===== src/sv/shfc_pkg.sv =====
// Shared types, constants and the CRC-32 byte update for the header framer.
// Used by every module of the stream header framer; depends on nothing.
package shfc_pkg;

  localparam int FRAME_BYTES = 64;
  localparam int BODY_BYTES  = 60;
  localparam int QUEUE_DEPTH = 2;

  localparam int IN_W  = 416;
  localparam int OUT_W = 16;

  localparam logic [31:0] MAGIC_WORD   = 32'h4D4D_5332;
  localparam logic [15:0] HEADER_LEN   = 16'd64;
  localparam logic [15:0] VERSION_RST  = 16'd1;
  localparam logic [31:0] CRC_POLY     = 32'hEDB8_8320;
  localparam logic [31:0] CRC_INIT     = 32'hFFFF_FFFF;
  localparam logic [31:0] CRC_XOROUT   = 32'hFFFF_FFFF;
  localparam logic [5:0]  LAST_POS     = 6'(FRAME_BYTES - 1);

  typedef logic [BODY_BYTES-1:0][7:0] body_t;

  typedef struct packed {
    logic full;
    logic empty;
  } q_stat_t;

  function automatic logic [31:0] crc_byte(input logic [31:0] crc, input logic [7:0] data);
    logic [31:0] c;
    c = crc ^ {24'd0, data};
    for (int i = 0; i < 8; i++) begin
      c = c[0] ? ((c >> 1) ^ CRC_POLY) : (c >> 1);
    end
    return c;
  endfunction

endpackage


===== src/sv/shfc_front.sv =====
// Front end: holds the version register, accepts header records and lays
// out the first 60 frame bytes. Depends on shfc_pkg.
module shfc_front (
  input  logic                     clk,
  input  logic                     rst,
  input  logic                     cfg_we,
  input  logic [15:0]              cfg_wdata,
  input  logic                     s_tvalid,
  output logic                     s_tready,
  input  logic [shfc_pkg::IN_W-1:0] s_tdata,
  input  shfc_pkg::q_stat_t        q_stat,
  output logic                     push,
  output shfc_pkg::body_t          push_body
);

  logic [15:0]                             version;
  logic [8*shfc_pkg::BODY_BYTES-1:0]       be;

  always_ff @(posedge clk) begin
    if (rst) begin
      version <= shfc_pkg::VERSION_RST;
    end else if (cfg_we) begin
      version <= cfg_wdata;
    end
  end

  assign s_tready = !q_stat.full;
  assign push     = s_tvalid && s_tready;

  assign be = {shfc_pkg::MAGIC_WORD, version, shfc_pkg::HEADER_LEN,
               s_tdata[15:0], s_tdata[31:16], s_tdata[63:32], s_tdata[95:64],
               s_tdata[127:96], s_tdata[191:128], s_tdata[255:192],
               s_tdata[319:256], s_tdata[351:320], s_tdata[383:352],
               s_tdata[415:384]};

  always_comb begin
    for (int i = 0; i < shfc_pkg::BODY_BYTES; i++) begin
      push_body[i] = be[8*(shfc_pkg::BODY_BYTES-1-i) +: 8];
    end
  end

endmodule


===== src/sv/shfc_queue.sv =====
// Short queue of laid-out frame bodies between the front and back ends.
// Depends on shfc_pkg.
module shfc_queue #(
  parameter int DEPTH = shfc_pkg::QUEUE_DEPTH
) (
  input  logic              clk,
  input  logic              rst,
  input  logic              push,
  input  shfc_pkg::body_t   push_body,
  input  logic              pop,
  output shfc_pkg::body_t   head,
  output shfc_pkg::q_stat_t stat
);

  localparam int PW = $clog2(DEPTH);
  localparam int CW = $clog2(DEPTH + 1);

  shfc_pkg::body_t entries [DEPTH];
  logic [PW-1:0]   wr_ptr;
  logic [PW-1:0]   rd_ptr;
  logic [CW-1:0]   count;

  assign stat.full  = (count == CW'(DEPTH));
  assign stat.empty = (count == '0);
  assign head       = entries[rd_ptr];

  always_ff @(posedge clk) begin
    if (push) begin
      entries[wr_ptr] <= push_body;
    end
  end

  always_ff @(posedge clk) begin
    if (rst) begin
      wr_ptr <= '0;
      rd_ptr <= '0;
      count  <= '0;
    end else begin
      if (push) begin
        wr_ptr <= (wr_ptr == PW'(DEPTH - 1)) ? '0 : wr_ptr + 1'b1;
      end
      if (pop) begin
        rd_ptr <= (rd_ptr == PW'(DEPTH - 1)) ? '0 : rd_ptr + 1'b1;
      end
      if (push && !pop) begin
        count <= count + 1'b1;
      end else if (pop && !push) begin
        count <= count - 1'b1;
      end
    end
  end

endmodule


===== src/sv/shfc_back.sv =====
// Back end: sends the queued frame one byte per transfer, folds bytes 0 to 59
// into a running CRC-32 and appends it big-endian. Depends on shfc_pkg.
module shfc_back (
  input  logic                       clk,
  input  logic                       rst,
  input  shfc_pkg::body_t            head,
  input  shfc_pkg::q_stat_t          q_stat,
  output logic                       pop,
  output logic                       m_tvalid,
  input  logic                       m_tready,
  output logic [shfc_pkg::OUT_W-1:0] m_tdata,
  output logic                       m_tlast
);

  logic [5:0]  pos;
  logic [31:0] crc;
  logic [31:0] crc_fin;
  logic        advance;
  logic        fire;
  logic        in_body;
  logic [7:0]  crc_sel;
  logic [7:0]  byte_sel;

  assign advance = !m_tvalid || m_tready;
  assign fire    = advance && !q_stat.empty;
  assign pop     = fire && (pos == shfc_pkg::LAST_POS);
  assign in_body = (pos < 6'(shfc_pkg::BODY_BYTES));
  assign crc_fin = crc ^ shfc_pkg::CRC_XOROUT;

  always_comb begin
    unique case (pos[1:0])
      2'd0: crc_sel = crc_fin[31:24];
      2'd1: crc_sel = crc_fin[23:16];
      2'd2: crc_sel = crc_fin[15:8];
      default: crc_sel = crc_fin[7:0];
    endcase
    byte_sel = in_body ? head[pos] : crc_sel;
  end

  always_ff @(posedge clk) begin
    if (rst) begin
      m_tvalid <= 1'b0;
      pos      <= '0;
      crc      <= shfc_pkg::CRC_INIT;
    end else begin
      if (advance) begin
        m_tvalid <= !q_stat.empty;
      end
      if (fire) begin
        pos <= pos + 1'b1;
        if (pos == shfc_pkg::LAST_POS) begin
          crc <= shfc_pkg::CRC_INIT;
        end else if (in_body) begin
          crc <= shfc_pkg::crc_byte(crc, byte_sel);
        end
      end
    end
  end

  always_ff @(posedge clk) begin
    if (fire) begin
      m_tdata <= {2'b00, pos, byte_sel};
      m_tlast <= (pos == shfc_pkg::LAST_POS);
    end
  end

endmodule


===== src/sv/stream_header_framer_crc32_unit.sv =====
// Stream header framer: one header record in, one 64-byte frame out, one byte
// per transfer, the last four bytes carrying the CRC-32 of the first sixty.
// A record is written into the queue, and its first byte then into the output register.
// Throughput: one output byte per cycle while m_tready holds, set by the
// byte-wide output; records are taken while a frame is going out, until the queue is full.
// Reset (rst, synchronous): queue and output empty, version register 1.
module stream_header_framer_crc32_unit #(
  parameter int QUEUE_DEPTH = shfc_pkg::QUEUE_DEPTH
) (
  input  logic                       clk,
  input  logic                       rst,
  input  logic                       cfg_we,
  input  logic [15:0]                cfg_wdata,   // protocol_version
  input  logic                       s_tvalid,
  output logic                       s_tready,
  // stream_number, format_code, flag_bits, session_number, instance_number,
  // sequence_number, start_time_us, end_time_us, payload_length,
  // auxiliary_word, payload_check
  input  logic [shfc_pkg::IN_W-1:0]  s_tdata,
  output logic                       m_tvalid,
  input  logic                       m_tready,
  output logic [shfc_pkg::OUT_W-1:0] m_tdata,     // frame_byte, byte_position, zero pad
  output logic                       m_tlast      // last_byte
);

  shfc_pkg::q_stat_t q_stat;
  shfc_pkg::body_t   push_body;
  shfc_pkg::body_t   head;
  logic              push;
  logic              pop;

  shfc_front u_front (
    .clk       (clk),
    .rst       (rst),
    .cfg_we    (cfg_we),
    .cfg_wdata (cfg_wdata),
    .s_tvalid  (s_tvalid),
    .s_tready  (s_tready),
    .s_tdata   (s_tdata),
    .q_stat    (q_stat),
    .push      (push),
    .push_body (push_body)
  );

  shfc_queue #(
    .DEPTH (QUEUE_DEPTH)
  ) u_queue (
    .clk       (clk),
    .rst       (rst),
    .push      (push),
    .push_body (push_body),
    .pop       (pop),
    .head      (head),
    .stat      (q_stat)
  );

  shfc_back u_back (
    .clk      (clk),
    .rst      (rst),
    .head     (head),
    .q_stat   (q_stat),
    .pop      (pop),
    .m_tvalid (m_tvalid),
    .m_tready (m_tready),
    .m_tdata  (m_tdata),
    .m_tlast  (m_tlast)
  );

endmodule


===== config.mk =====
export PLATFORM = sky130hd
export DESIGN_NAME = stream_header_framer_crc32_unit
export DESIGN_NICKNAME = d
export VERILOG_FILES = /design/src/sv/shfc_pkg.sv /design/src/sv/shfc_front.sv /design/src/sv/shfc_queue.sv /design/src/sv/shfc_back.sv /design/src/sv/stream_header_framer_crc32_unit.sv
export SDC_FILE = /design/constraint.sdc
export NUM_CORES = 1
export LEC_CHECK = 0
export BUFFER_PORTS_ARGS = -buffer_cell sky130_fd_sc_hd__buf_2
export CORE_MARGIN = 10
export CORE_UTILIZATION = 35
export DETAILED_ROUTE_END_ITERATION = 16
export GPL_TIMING_DRIVEN = 1
export PLACE_DENSITY_LB_ADDON = 0.15
export SYNTH_ARGS = -nofsm -noshare
export SYNTH_HDL_FRONTEND = slang
export SYNTH_HIERARCHICAL = 1
export SYNTH_SLANG_ARGS = --single-unit
export TNS_END_PERCENT = 20

===== constraint.sdc =====
create_clock -name clk -period 36.4 [get_ports clk]
set_clock_uncertainty 0.1 [all_clocks]
set_input_delay 7.28 -clock clk [delete_from_list [all_inputs] [get_ports clk]]
set_output_delay 7.28 -clock clk [all_outputs]
set_load 0.02 [all_outputs]

Word level (Yosys, flattened, before mapping)
Memories as Yosys holds them, arrays and structs flattened. A register that Yosys moved wholly into a read port is not among the register bits.
Cells that the tools add are included.
Storage, ports and cells
  register bits: 74
  bits in writable memories: 864
  bits of input ports: 437
  output and inout port bits: 19
  word-level logic and storage cells: 69
  memories: 1
Memory list
  u_queue.entries: words 2, bits a word 432, read ports 1, clocked after Yosys merged registers in 1, write ports 1, RTL line shfc_queue.sv:18  | shfc_pkg::body_t entries [DEPTH];
Cells by class
  add/subtract/negate cells: 5
  $lt $le $gt $ge: 2
  equality and inequality tests: 4
  mux-type cells: 22
  bitwise gates (word level): 10
  reduce and logical (&&, ||, !) cells: 16
Operator list (number)
  $mux W32: 10
  $not A13 Y14: 8
  $bmux W8 S6: 1
  $not A32 Y32: 1
  $xor A32 B8 Y32: 1
  $pmux W8 S3: 1
  $mux W8: 2
  $lt A6 B7 Y1 const B: 1
  $add A6 B1 Y6 const B: 1
  $eq A6 B6 Y1 const B: 1
  $lt A6 B6 Y1 const B: 1
  $mux W1: 6
  $logic_and A1 B1 Y1: 5
  $logic_not A1 Y1: 5
  $eq A2 B2 Y1 const B: 2
  $logic_not A2 Y1: 2
  $mux W2: 2
  $reduce_bool A2 Y1: 2
  $add A1 B1 Y1 const B: 2
  $add A2 B1 Y2 const B: 1
  $eq A2 B1 Y1 const B: 1
  $reduce_and A2 Y1: 1
  $sub A2 B1 Y2 const B: 1
  $logic_or A1 B1 Y1: 1

Depth between registers and ports, before layout
  depth in word-level cells: 22
  gate-level depth with buffers: 17
  depth with buffers taken out: 11

Cells and area by module
The synthesis kept the hierarchy.
By module, submodules not included
  shfc_queue: times used 1, cells each 1515, area an instance 34840.9 um^2, sequential area each 28927.7 um^2
  shfc_back: times used 1, cells each 666, area an instance 7430.9 um^2, sequential area each 1231.2 um^2
  shfc_front: times used 1, cells each 520, area an instance 4082.7 um^2, sequential area each 320.3 um^2

Least setup slack after synthesis
No wires, ideal clock.
  path kind: input -> register
  start point: input s_tvalid
  end point: memory u_queue/entries[0][0] in the netlist's numbering (enable)
  library setup time: 1392 ps
  data arrival time: 28505 ps
  data required time: 34908 ps
  slack: 6404 ps
  cell stages on the path: 2
  path buffers: 0
  path through: nor2b_1 -> nor2b_1
Between the ends
  longest elaborated chain between the ends: 3
Ends and longest elaborated chain
  from (decl): RTL line stream_header_framer_crc32_unit.sv:14  | input logic s_tvalid,
  $logic_and A1 B1 Y1: RTL line shfc_front.sv:28  | assign push = s_tvalid && s_tready;
  $mux W1: RTL line shfc_queue.sv:28  | if (push) begin
  $mux W1 (not written as such): RTL line shfc_queue.sv:29  | entries[wr_ptr] <= push_body;
  to (decl): RTL line shfc_queue.sv:18
No other way between the ends.

Final worst setup path
  start point: input s_tvalid
  end point: memory u_queue/entries[0][259] in the netlist's numbering (enable)
Between the ends
  longest elaborated chain between the ends: 3
Ends and longest elaborated chain
  $logic_and A1 B1 Y1: RTL line shfc_front.sv:28
  named net push: RTL line stream_header_framer_crc32_unit.sv:29  | logic push;
  $mux W1: RTL line shfc_queue.sv:28
  $mux W1 (not written as such): RTL line shfc_queue.sv:29
The timed path passes the listed nets, and every way through them passes these cells.

==> flow_summary.html <==
<table>
<tr><th>Metric</th><th>Value</th></tr>
<tr><th colspan="2">Critical path</th></tr>
<tr><td>CP most frequent cell</td><td>sky130_fd_sc_hd__buf_4</td></tr>
<tr><td>Ordered list of cells on the worst path</td><td>buf_2 &gt; nor2b_1 &gt; nor2b_4 &gt; buf_4 &gt; buf_4 &gt; buf_4</td></tr>
<tr><td>Delay of the slowest cell on the worst path</td><td>~900 ps</td></tr>
<tr><td>Type of origin of the critical path</td><td>input pin</td></tr>
<tr><td>Critical Setup Path Class</td><td>input pin to flop</td></tr>
<tr><td>Maximum net fanout on the critical path</td><td>between 70 and 80</td></tr>
<tr><td>Data arrival time of the critical path</td><td>~11000 ps</td></tr>
<tr><td>Slowest library cell on the worst path</td><td>sky130_fd_sc_hd__buf_4</td></tr>
<tr><td>Type of destination of the critical path</td><td>flop</td></tr>
<tr><td>Required time at the worst-slack endpoint</td><td>36640 ps</td></tr>
<tr><th colspan="2">Logic synthesis</th></tr>
<tr><td>Fraction of the yosys area taken by sequential cells</td><td>65.8%</td></tr>
<tr><td>Count of different cell masters after synthesis</td><td>approximately 80</td></tr>
<tr><td>Post-synthesis instance area</td><td>about 46000 sq um</td></tr>
<tr><td>Synth async-reset ratio</td><td>0%</td></tr>
<tr><td>Number of enable-type register cells in the synthesized netlist</td><td>around 980</td></tr>
<tr><td>Instance count of the mapped netlist</td><td>~2.7k</td></tr>
<tr><td>Number of synthesized register bits</td><td>slightly above 1k</td></tr>
<tr><td>Post-Syn Area per Cell</td><td>~17 sq um</td></tr>
<tr><td>Dominant synthesized flop cell</td><td>sky130_fd_sc_hd__edfxtp_1</td></tr>
<tr><td>Yosys warning count</td><td>6</td></tr>
<tr><th colspan="2">Timing</th></tr>
<tr><td>Final critical-path required period</td><td>10950 ps</td></tr>
<tr><td>Sum Neg Setup Slack</td><td>0 ps</td></tr>
<tr><td>Worst slew margin</td><td>a little under an eighth</td></tr>
<tr><td>Final slew viol count</td><td>0</td></tr>
<tr><td>Ratio of final minimum period to clock period</td><td>roughly 30%</td></tr>
<tr><td>Setup-violating endpoint count in the final report</td><td>0</td></tr>
<tr><td>Setup WS post-layout</td><td>~25000 ps</td></tr>
<tr><td>Final Hold Fails</td><td>0</td></tr>
<tr><td>Slew at the pin with the worst max-slew slack</td><td>1330 ps</td></tr>
<tr><td>RSZ-0062 raised after global routing</td><td>false</td></tr>
<tr><td>Worst Hold Slack</td><td>355 ps</td></tr>
<tr><td>Maximum clock frequency</td><td>between 0.09 and 0.1 GHz</td></tr>
<tr><th colspan="2">Final layout</th></tr>
<tr><td>Final instance area</td><td>50900 sq um</td></tr>
<tr><td>Net count of the finished layout</td><td>approximately 3.2k</td></tr>
<tr><td>Area growth, synth to finish</td><td>9.81%</td></tr>
<tr><td>Share of post-route cells with drive strength above 1</td><td>between 30% and 40%</td></tr>
<tr><td>Post-layout utilization of the core</td><td>38.7%</td></tr>
<tr><td>Final-layout fill cell count</td><td>~12k</td></tr>
<tr><td>Most frequent cells in the layout</td><td>975 x sky130_fd_sc_hd__edfxtp_1, 453 x sky130_fd_sc_hd__buf_2, 283 x sky130_fd_sc_hd__mux2_2, 202 x sky130_fd_sc_hd__mux2_1, 114 x sky130_fd_sc_hd__clkbuf_16</td></tr>
<tr><td>Leading cell type in the layout, fill and taps excluded</td><td>sky130_fd_sc_hd__edfxtp_1</td></tr>
<tr><th colspan="2">Clock network</th></tr>
<tr><td>Clock tree from TritonCTS</td><td>yes</td></tr>
<tr><td>Clk Latency, worst-skew pair</td><td>between 700 and 800 ps</td></tr>
<tr><td>Number of hold-repair buffers added at the cts stage</td><td>0</td></tr>
<tr><td>Number of H-tree levels</td><td>3</td></tr>
<tr><td>Clock-pin slew on the worst setup and hold paths</td><td>about 60 ps</td></tr>
<tr><td>Number of buffers between clock root and the deepest sink</td><td>3</td></tr>
<tr><td>Post-CTS setup buffer count</td><td>0</td></tr>
<tr><td>Total clock buffers created by CTS</td><td>113</td></tr>
<tr><td>Post-CTS Resized</td><td>0</td></tr>
<tr><td>Root Driver</td><td>sky130_fd_sc_hd__clkbuf_16</td></tr>
<tr><td>TritonCTS Sinks</td><td>approximately 1.0k</td></tr>
<tr><th colspan="2">Min path</th></tr>
<tr><td>Worst hold-check path type</td><td>flop to flop</td></tr>
<tr><th colspan="2">Routing</th></tr>
<tr><td>Total detailed-routing wirelength</td><td>approximately 120 mm</td></tr>
<tr><td>Detail Route Antenna Nets</td><td>0</td></tr>
<tr><td>Overall via count from detail_route</td><td>between 20k and 25k</td></tr>
<tr><td>Starting DRT DRC Count</td><td>1370</td></tr>
<tr><td>First-pass detailed-route iteration total</td><td>5</td></tr>
<tr><td>Post-route DRC</td><td>0</td></tr>
<tr><td>Via density</td><td>roughly 4.8</td></tr>
<tr><td>Wire length per cell after detailed routing</td><td>roughly 25 microns</td></tr>
<tr><th colspan="2">Run</th></tr>
<tr><td>Number of max-cap violations</td><td>0</td></tr>
<tr><th colspan="2">Global route</th></tr>
<tr><td>Wire length of the first global-routing pass</td><td>roughly 170 mm</td></tr>
<tr><td>Vias in the first global route</td><td>around 24k</td></tr>
<tr><td>Maximum number of pins on one net before global-route repair</td><td>~190</td></tr>
<tr><td>Initial antenna violation count</td><td>67</td></tr>
<tr><td>GRT Resource Usage Total</td><td>between 10% and 20%</td></tr>
<tr><td>Remaining global-route overflow</td><td>0</td></tr>
<tr><th colspan="2">Placed design</th></tr>
<tr><td>Detail Placement HPWL</td><td>between 70 and 80 mm</td></tr>
<tr><td>Number of input and output port buffers inserted</td><td>around 450</td></tr>
<tr><td>Dpl cell area</td><td>around 47000 sq um</td></tr>
<tr><td>Weighted congestion reported at the end of routability-driven placement</td><td>around 0.8</td></tr>
<tr><td>Pre-CTS worst setup slack</td><td>between 20000 and 25000 ps</td></tr>
<tr><th colspan="2">Floorplanning</th></tr>
<tr><td>Number of standard-cell rows in the floorplan</td><td>approximately 130</td></tr>
<tr><td>Area of the die</td><td>around 150000 sq um</td></tr>
<tr><td>CORE AREA</td><td>131000 sq um</td></tr>
<tr><td>Vertical die dimension</td><td>roughly 380 microns</td></tr>
<tr><td>Horizontal die dimension</td><td>roughly 380 microns</td></tr>
<tr><td>Number of top-level pins</td><td>456</td></tr>
<tr><td>Initial core utilization</td><td>a little over a third</td></tr>
<tr><th colspan="2">Power</th></tr>
<tr><td>Static Leakage</td><td>roughly 17 nW</td></tr>
<tr><td>Maximum ir drop on the vdd rail</td><td>0.0439 mV</td></tr>
<tr><td>Cell area power density</td><td>around 65 nW/um^2</td></tr>
<tr><th colspan="2">Outcome</th></tr>
<tr><td>Run status</td><td>finished clean</td></tr>
</table>
==> cells in the mapped netlist, types with 32 or more instances <==
master / count / area [sq um]
sky130_fd_sc_hd__mux2_2: 283 / 3190
sky130_fd_sc_hd__buf_2: 44 / 220
sky130_fd_sc_hd__nand2_1: 60 / 225
sky130_fd_sc_hd__edfxtp_1: 975 / 29300
sky130_fd_sc_hd__mux2i_1: 39 / 390
sky130_fd_sc_hd__buf_4: 470 / 3530
sky130_fd_sc_hd__xnor2_1: 39 / 342
sky130_fd_sc_hd__buf_6: 32 / 360
sky130_fd_sc_hd__nor2_1: 61 / 229
sky130_fd_sc_hd__mux4_2: 106 / 2390
sky130_fd_sc_hd__mux2_1: 202 / 2270
sky130_fd_sc_hd__dfxtp_1: 60 / 1200
==> per-stage QoR <==
step | power (W) | instances
floorplan | 0.00208 | 2748
global placement | 0.00215 | 4406
detailed placement | 0.00216 | 4406
CTS | 0.00335 | 4614
global route | 0.00344 | 4623
finish | 0.00330 | 4628
==> where the power goes <==
group	total [W]	switching [W]	leakage (nW)	internal [W]
Combinational	0.000633	0.000342	5.85	0.000291
Sequential	0.00149	0.0000461	9.62	0.00145
Clock	0.00117	0.000475	1.88	0.000699
==> critical path, delay by kind of cell <==
family | cells | cell delay, ps
buffers and inverters | 4 | 2620
AND/OR/NAND/NOR | 2 | 1050
==> routing by layer <==
| layer | routed length, microns | part of all wire, % | up-vias | track usage, % |
|---|---|---|---|---|
| met5 | 120 | 0.10 | - | 0 |
| met4 | 3950 | 3.4 | 20 | 5.40 |
| met3 | 5680 | 4.9 | 261 | 3.47 |
| met2 | 59400 | 51 | 560 | 27.0 |
| met1 | 47800 | 41 | 11400 | 18.8 |
| li1 | - | - | 9987 | - |
==> cell families (layout without fill, tap and decap cells) <==
family,after synthesis,count (layout),synth area share [%]
adder cells (fa/ha/maj),5,5,0.135
XOR/XNOR,68,68,1.79
AO/OA/AOI/OAI,130,130,2.18
buffers and inverters,596,707,9.40
flip-flops,1035,1035,65.8
other,3,64,0.0243
multiplexers,638,638,18.2
AND/OR/NAND/NOR,226,226,2.49
==> sequential cells by signal, indices dropped and copies added (netlist names), named ones only <==
name             cells
u_queue/entries    960
u_front/version     16
u_queue/count        2
u_queue/wr_ptr       1
u_back/m_tvalid      1
u_back/pos           6
u_back/m_tdata      14
u_back/crc          32
u_back/m_tlast       1
u_queue/rd_ptr       1
==> layout make-up <==
type / count / area, sq um / share of cell area (%)
diodes: 14 / 35.0 / 0.0688
well taps: 1755 / 2200 / 4.31
clock inverters: 65 / 790 / 1.55
repair buffers: 482 / 2550 / 5.00
flip-flops and latches: 1035 / 30500 / 59.9
clock buffers: 143 / 3050 / 6.00
multi-input cells: 1117 / 11700 / 23.0
inverters: 17 / 63.8 / 0.125
==> worst paths after layout <==
| kind | slack (ps) | end | cells past startpoint | from |
|---|---|---|---|---|
| worst min-delay path | 350 | u_queue/entries[0][42]$_DFFE_PP_ | 0 | u_front/version[2]$_SDFFE_PP0P_ |
| worst max register to register | 29820 | u_back/crc[17]$_SDFFE_PP1P_ | 12 | flop |
| worst max-delay path | 25450 | u_queue/entries[0][259]$_DFFE_PP_ | 6 | s_tvalid |
| worst min register to register | 350 | u_queue/entries[0][42]$_DFFE_PP_ | 0 | u_front/version[2]$_SDFFE_PP0P_ |
Power figures use the tool's default switching activity.
